`src/assert_macros.svh`:
```
// Assertion macros used by the matcher core.
`ifndef ASSERT_MACROS_SVH
`define ASSERT_MACROS_SVH
`ifndef NO_ASSERTIONS
`define CHK_IMPL(label, clk, rst_n, ante, cons) \
    label: assert property (@(posedge clk) disable iff (!rst_n) (ante) |-> (cons)) \
    else $error("check failed");
`define CHK_NEXT(label, clk, rst_n, ante, cons) \
    label: assert property (@(posedge clk) disable iff (!rst_n) (ante) |=> (cons)) \
    else $error("check failed");
`else
`define CHK_IMPL(label, clk, rst_n, ante, cons)
`define CHK_NEXT(label, clk, rst_n, ante, cons)
`endif
`endif

```
`src/ftsm_pkg.sv`:
```
`timescale 1ns / 1ps
package ftsm_pkg;
    localparam int FifoDepthDefault = 16;
    localparam logic [3:0]  BufLimitReset = 4'd10;
    localparam logic [7:0]  LockNeedReset = 8'd4;
    localparam logic [31:0] DelayReset    = 32'd100000;
    localparam logic [47:0] StampMax      = 48'hFFFF_FFFF_FFFF;

    localparam logic [2:0] RegBufLimit = 3'd0;
    localparam logic [2:0] RegLockNeed = 3'd1;
    localparam logic [2:0] RegDelay    = 3'd2;
    localparam logic [2:0] RegOffset   = 3'd3;
    localparam logic [2:0] RegExpoSrc  = 3'd4;

    localparam logic       CmdFrame   = 1'b0;
    localparam logic       CmdTrigger = 1'b1;

    localparam logic [2:0] EvNone      = 3'd0;
    localparam logic [2:0] EvPublished = 3'd1;
    localparam logic [2:0] EvZero      = 3'd2;
    localparam logic [2:0] EvNonInc    = 3'd3;
    localparam logic [2:0] EvLock      = 3'd4;

    localparam logic [1:0] ExpoPrimary   = 2'd1;
    localparam logic [1:0] ExpoSecondary = 2'd2;

    typedef struct packed {
        logic        cmd;
        logic [31:0] seq_number;
        logic [15:0] frame_tag;
        logic [47:0] trigger_stamp;
        logic [15:0] exposure_primary;
        logic [15:0] exposure_secondary;
        logic [47:0] arrival_time;
    } in_word_t;

    typedef struct packed {
        logic [2:0]  event_res;
        logic [15:0] out_tag;
        logic [31:0] out_number;
        logic [47:0] out_stamp;
        logic [15:0] out_exposure;
        logic        frame_overflow;
        logic        trigger_overflow;
        logic [4:0]  stale_frames;
        logic [4:0]  stale_triggers;
    } out_word_t;

    typedef struct packed {
        logic [3:0]  buffer_limit;
        logic [7:0]  lock_count_needed;
        logic [31:0] delay_limit_us;
        logic [31:0] stamp_offset_us;
        logic [1:0]  exposure_source;
    } cfg_t;

    typedef enum logic [3:0] {
        ST_IDLE, ST_PUSH, ST_SEARCH, ST_MATCH, ST_PURGE_F, ST_PURGE_T,
        ST_LIMIT, ST_DONE
    } seq_state_t;
endpackage

```
`src/ftsm_cfg_regs.sv`:
```
`timescale 1ns / 1ps
module ftsm_cfg_regs
    import ftsm_pkg::*;
(
    input  logic        clk,
    input  logic        rst_n,
    input  logic        psel,
    input  logic        penable,
    input  logic        pwrite,
    input  logic [4:0]  paddr,
    input  logic [31:0] pwdata,
    output logic [31:0] prdata,
    output logic        pready,
    output cfg_t        cfg
);
    cfg_t cfg_reg;
    logic [2:0] idx;

    assign idx = paddr[4:2];
    assign pready = 1'b1;
    assign cfg = cfg_reg;

    always_ff @(posedge clk or negedge rst_n)
    begin
        if (!rst_n)
        begin
            cfg_reg <= '{BufLimitReset, LockNeedReset, DelayReset, 32'd0, 2'd0};
        end
        else if (psel && penable && pwrite)
        begin
            unique case (idx)
                RegBufLimit: cfg_reg.buffer_limit      <= pwdata[3:0];
                RegLockNeed: cfg_reg.lock_count_needed <= pwdata[7:0];
                RegDelay:    cfg_reg.delay_limit_us    <= pwdata;
                RegOffset:   cfg_reg.stamp_offset_us   <= pwdata;
                RegExpoSrc:  cfg_reg.exposure_source   <= pwdata[1:0];
                default: ;
            endcase
        end
    end

    always_comb
    begin
        unique case (idx)
            RegBufLimit: prdata = {28'd0, cfg_reg.buffer_limit};
            RegLockNeed: prdata = {24'd0, cfg_reg.lock_count_needed};
            RegDelay:    prdata = cfg_reg.delay_limit_us;
            RegOffset:   prdata = cfg_reg.stamp_offset_us;
            RegExpoSrc:  prdata = {30'd0, cfg_reg.exposure_source};
            default:     prdata = 32'd0;
        endcase
    end
endmodule

```
`config.mk`:
```
export PLATFORM = sky130hd
export DESIGN_NAME = ftsm_cfg_regs
export DESIGN_NICKNAME = d
export VERILOG_FILES = /design/src/assert_macros.svh /design/src/ftsm_pkg.sv /design/src/ftsm_cfg_regs.sv
export SDC_FILE = /design/constraint.sdc
export NUM_CORES = 1
export LEC_CHECK = 0
export BUFFER_PORTS_ARGS = -buffer_cell sky130_fd_sc_hd__buf_2
export CORE_ASPECT_RATIO = 1.1
export CORE_MARGIN = 2
export CORE_UTILIZATION = 51
export CTS_CLUSTER_DIAMETER = 120
export CTS_CLUSTER_SIZE = 28
export DETAILED_ROUTE_END_ITERATION = 10
export PLACE_DENSITY = 0.95
export SLEW_MARGIN = 10
export SYNTH_ARGS = -nofsm -noshare
export SYNTH_HDL_FRONTEND = slang
export SYNTH_SLANG_ARGS = --single-unit
```
`constraint.sdc`:
```
create_clock -name clk -period 2.3 [get_ports clk]
set_input_delay 0.46 -clock clk [delete_from_list [all_inputs] [get_ports clk]]
set_output_delay 0.46 -clock clk [all_outputs]
set_load 0.03 [all_outputs]
```
==> metrics.csv, run 1 <==
metric,value,unit
cell count after synthesis,238,
Layout Utilization,69.2,%
Area Overhead vs Synth,30.7,%
"Hold Vio Cnt, Final",0,
post-synthesis compound-gate area fraction,7.91,%
Final ANT Viol Nets,0,
"FF+latch count, synth",78,
H-tree Lvls,3,
"Slew Viols, Final",0,
syn_area_per_cell,14.8,sq um
GRT Util Overall,22.1,%
Yosys Warn Count,0,
clock latency at the later pin of the worst-skew pair,0.32,ns
Worst slew margin,65.3,%
DR DRC count,0,
top-level I/O count,153,
fraction of layout cells with a size suffix above 1,68.8,%
# resized after CTS,0,
worst setup margin,0.190,ns
wire per inst,16.8,microns
WS Path Type,in2out,
Hold Buf Count CTS,0,
CP max FO,9,
filler instances,465,
Worst EP required,1.84,ns
Least-Margin Pin Slew,0.520,ns
Period minus WS final,2.11,ns
routed vias/inst,5.46,
core footprint,6630,sq um
port buffer count,149,
clock root buffer,clkbuf_8,
Post-Synth Adder-Cell Area,0,%
GRT Residual Overflow,0,
clock slew at reported path FFs,0.08,ns
first-pass GRT wire length,13400,microns
simple-gate share of the synthesized area,4.63,%
DR vias,2621,
largest family of logic cells by synthesized area,multiplexers,
TritonCTS Sinks,78,
Die Wd,83.1,microns
setup repair bufs after CTS,0,
Pleak,2.38,nW
Worst Hold Class,in2async,
startpoint types,input port,
DRT Pass-1 Iters,4,
# Max-Cap Violations,0,
dpl ws,0.191,ns
Core Rows,31,
Setup crit end kind,primary output,
Num CTS Buffers,9,
PwrDens,945,nW/um^2
Initial Utilization,52.9,%
Inserted Diodes,0,
CTS tree,built,
mux cell area share after synthesis,28.2,%
Clock Tree Buf Depth,2,
xor/xnor cell area share of the yosys netlist,0,%
Max IR drop VDD,491,uV
distinct cell type count after synthesis,26,
largest net degree at the start of global routing,42,
total wire length,8080,microns
clock skew,0,ns
max FFs per register,78,
"Setup violations, final",0,
drt first-iter violations,96,
sequential share of the synthesized area,55.9,%
outcome,"finished, final reports clean",
RSZ-0062 raised after global routing,no,
syn_nets,280,
FMAX,0.474,GHz
Setup TNS Final,0,ns
die height,91.0,microns
CP arrival,1.65,ns
"Period Utilization, post-route",91.8,%
fin nets,435,
mapped cell area,3510,sq um
vias in the first global route,2678,
DP HPWL,5850,microns
RD Place Congestion,0.841,
antenna violations before repair,0,
die area,7560,sq um
-- critical path: stages --
cell and delay [ns]:
buf_2 0.18, buf_4 0.21, mux2_2 0.34, a21oi_1 0.17
o22ai_1 0.09, buf_2 0.18
-- synth_stat cells (all sizes together) --
cell	number	area share [%]
clkbuf	2	0.21
a21oi	2	0.29
nor2b	3	0.53
mux2	84	27
dfstp	9	6.7
dfrtp	69	49
nor3b	4	1.2
a22oi	6	1.3
nand2	1	0.11
a22o	24	6.0
and2	1	0.18
and2b	2	0.43
mux4	2	1.3
buf	15	3.0
nand2b	1	0.18
or3	1	0.32
nand4b	1	0.68
conb	1	0.11
o22ai	2	0.36
nor2	7	0.89
nand3	1	0.14
-- cell type report --
cell class                      count  area (sq um)  share of cell area [%]
Sequential cell                    78          1960                    42.8
Clock buffer                       11           141                    3.08
Timing Repair Buffer              161           876                    19.1
Tap cell                           82           103                    2.24
Clock inverter                      5          58.8                    1.28
Multi-Input combinational cell    143          1450                    31.5
-- power by group --
part	switching, mW	internal (mW)
Combinational	0.943	0.518
Clock	0.480	0.531
Sequential	0.202	1.66
Total	1.63	2.71
-- final timing paths --
| path | from | endpoint | slack, ns | cells after the start |
|---|---|---|---|---|
| max reg2reg | cfg[54]$_DFFE_PN0P_ | cfg[54]$_DFFE_PN0P_ | 1.49 | 1 |
| max in group asynchronous | rst_n | cfg[77]$_DFFE_PN1P_ | 1.56 | 2 |
| max | paddr[2] | prdata[0] | 0.19 | 6 |
| min in group clk | pwdata[31] | cfg[33]$_DFFE_PN0P_ | 0.36 | 2 |
| min | rst_n | cfg[4]$_DFFE_PN0P_ | 0.1 | 1 |
| min reg2reg | cfg[6]$_DFFE_PN0P_ | cfg[6]$_DFFE_PN0P_ | 0.53 | 1 |
-- cells in the final DEF, fill, tap and decap left out, drive strengths merged --
| cell type | instances |
|---|---|
| dfrtp | 69 |
| nor2b | 3 |
| conb | 1 |
| nand2b | 1 |
| nor2 | 7 |
| clkbuf | 11 |
| mux2 | 84 |
| nand3 | 1 |
| a22oi | 6 |
| a22o | 24 |
| o22ai | 2 |
| mux4 | 2 |
| a21oi | 2 |
| or3 | 1 |
| buf | 161 |
| and2b | 2 |
| nor3b | 4 |
| and2 | 1 |
| clkinv | 2 |
| nand4b | 1 |
| nand2 | 1 |
| clkinvlp | 2 |
| bufinv | 1 |
| dfstp | 9 |
-- through the flow --
step / total power [mW] / hold slack [ns] / instances / cell area [sq um]
floorplan: 2.86 / 0.164 / 238 / 3510
global placement: 3.31 / 0.461 / 464 / 4390
detailed placement: 3.36 / 0.469 / 464 / 4390
CTS: 4.38 / 0.103 / 480 / 4590
global route: 4.56 / 0.128 / 480 / 4590
finish: 4.34 / 0.0956 / 480 / 4590
-- routing by layer --
metal,GRT usage (%),wire length [microns],vias to the layer above
met2,37.7,4180,112
met3,5.18,515,14
li1,-,-,1192
met1,27.4,3260,1303
met4,8.47,122,0
met5,0,0,-
-- cell families after synthesis --
logic type,after synthesis
mux,86
flops,78
compound gates,34
simple gates,22
buf+inv,17
other cells,1
Note: power is estimated with default switching activity, not from simulation.
==> run 2, diff against run 1 <==
- CORE_UTILIZATION: 51 -> 47
- PLACE_DENSITY: 0.95 -> 0.9
- RECOVER_POWER: unset -> 25
- clock period: 2.3 -> 2.35 ns (I/O delays scaled with it)
==> run 2 against run 1 <==
Against the previous run:
- the flow now finishes with violations (max-capacitance violations, max-slew violations)
- critical path depth is the same
- flip-flop and latch count unchanged
- cell count is 0.63% higher
- hold slack improved by 0.26 ns
- via count is 0.88% lower
- power decreased by 0.45%
- sequential share of layout area about the same
- largest power group unchanged
==> metrics.csv, run 2 (same netlist as run 1, synthesis figures left out) <==
metric,value,unit
DP HPWL,5910,microns
Clock Tree Buf Depth,2,
DR vias,2598,
Worst EP required,1.88,ns
fraction of layout cells with a size suffix above 1,68.4,%
CP max FO,24,
total wire length,8140,microns
clock slew at reported path FFs,0.07,ns
Max IR drop VDD,644,uV
"leading cell types in the layout, fill and taps excluded","buf_2, mux2_2, dfrtp_1",
top-level I/O count,153,
Final ANT Viol Nets,0,
Layout Utilization,62.4,%
worst hold margin,0.360,ns
H-tree Lvls,3,
"Hold Vio Cnt, Final",0,
Least-Margin Pin Slew,2.07,ns
DRT Pass-1 Iters,4,
TritonCTS Sinks,78,
largest net degree at the start of global routing,41,
Period minus WS final,2.28,ns
port buffer count,149,
# resized after CTS,0,
clock latency at the later pin of the worst-skew pair,0.34,ns
total power,4.32,mW
Inserted Diodes,0,
Hold Buf Count CTS,0,
RD Place Congestion,0.781,
GRT Residual Overflow,0,
"most common cell after layout, fill and taps aside",buf_2,
Worst slew margin,-37.9,%
CP arrival,1.81,ns
WS Path Type,in2out,
Die Wd,86.4,microns
FMAX,0.438,GHz
CTS tree,built,
clock skew,0,ns
startpoint types,input port,
"Slew Viols, Final",39,
met1 WL,3390,microns
Initial Utilization,47.8,%
routed wl met3,471,microns
PwrDens,942,nW/um^2
"most used cell, CP",buf_2,
drt first-iter violations,40,
# Max-Cap Violations,1,
Worst Hold Class,in2reg,
outcome,"finished, violations left",
GRT Util Overall,20.2,%
"slowest stage cell, crit path",buf_4,
Pleak,2.38,nW
CP max stage delay,0.31,ns
first-pass GRT wire length,12700,microns
"Period Utilization, post-route",97.2,%
vias in the first global route,2567,
wire per inst,16.9,microns
fin nets,434,
max FFs per register,78,
clock root buffer,clkbuf_8,
RSZ-0062 raised after global routing,no,
die area,8180,sq um
Setup crit end kind,primary output,
Area Overhead vs Synth,30.6,%
failing checks,"max-capacitance violations, max-slew violations",
setup repair bufs after CTS,0,
"Setup violations, final",0,
routed vias/inst,5.38,
dpl ws,0.100,ns
Core Rows,33,
die height,94.6,microns
crit path cell chain,buf_2 > and2b_1 > and2_1 > buf_4 > a22o_1 > buf_2,
worst setup margin,0.0652,ns
antenna violations before repair,1,
DR top layer,met5,
Num CTS Buffers,9,
WL met2,4130,microns
Setup TNS Final,0,ns
core footprint,7350,sq um
DR DRC count,0,
-- run 2: metrics by stage --
| step | cells | area [sq um] |
|---|---|---|
| floorplan | 238 | 3510 |
| global placement | 468 | 4380 |
| detailed placement | 468 | 4380 |
| CTS | 483 | 4590 |
| global route | 483 | 4590 |
| finish | 483 | 4590 |
-- run 2: area by class of cell --
type | instances | area [sq um]
clock buffers | 11 | 141
multi-input cells | 143 | 1450
well taps | 87 | 109
fillers | 593 | 2760
repair buffers | 160 | 852
flip-flops and latches | 78 | 1960
clock inverters | 4 | 72.6
-- run 2: power breakdown --
group / internal (mW) / switching [mW] / total, mW
combinational: 0.503 / 0.921 / 1.42
sequential: 1.63 / 0.195 / 1.82
clock: 0.620 / 0.451 / 1.07
-- run 2: final timing paths --
path / startpoint / to / slack [ns] / cells after the start
setup / recovery: paddr[2] / prdata[21] / 0.07 / 6
hold / removal: pwdata[9] / cfg[43]$_DFFE_PN1P_ / 0.36 / 2
setup reg to reg: cfg[54]$_DFFE_PN0P_ / cfg[54]$_DFFE_PN0P_ / 1.55 / 1
hold reg to reg: cfg[4]$_DFFE_PN0P_ / cfg[4]$_DFFE_PN0P_ / 0.53 / 1
max in group asynchronous: rst_n / cfg[20]$_DFFE_PN0P_ / 0.45 / 1
min in group asynchronous: rst_n / cfg[37]$_DFFE_PN0P_ / 0.72 / 1
-- run 2: routing by layer --
| layer | vias to the layer above | GRT usage [%] |
|---|---|---|
| li1 | 1181 | - |
| met1 | 1304 | 25.0 |
| met2 | 97 | 33.5 |
| met3 | 14 | 4.98 |
| met4 | 2 | 9.24 |
| met5 | - | 0 |
-- run 2: worst max-delay path: cells and delay by family --
kind                   cells  cell delay [ns]
AND/OR/NAND/NOR            2             0.41
buffers and inverters      3             0.74
AO/OA/AOI/OAI              1             0.19
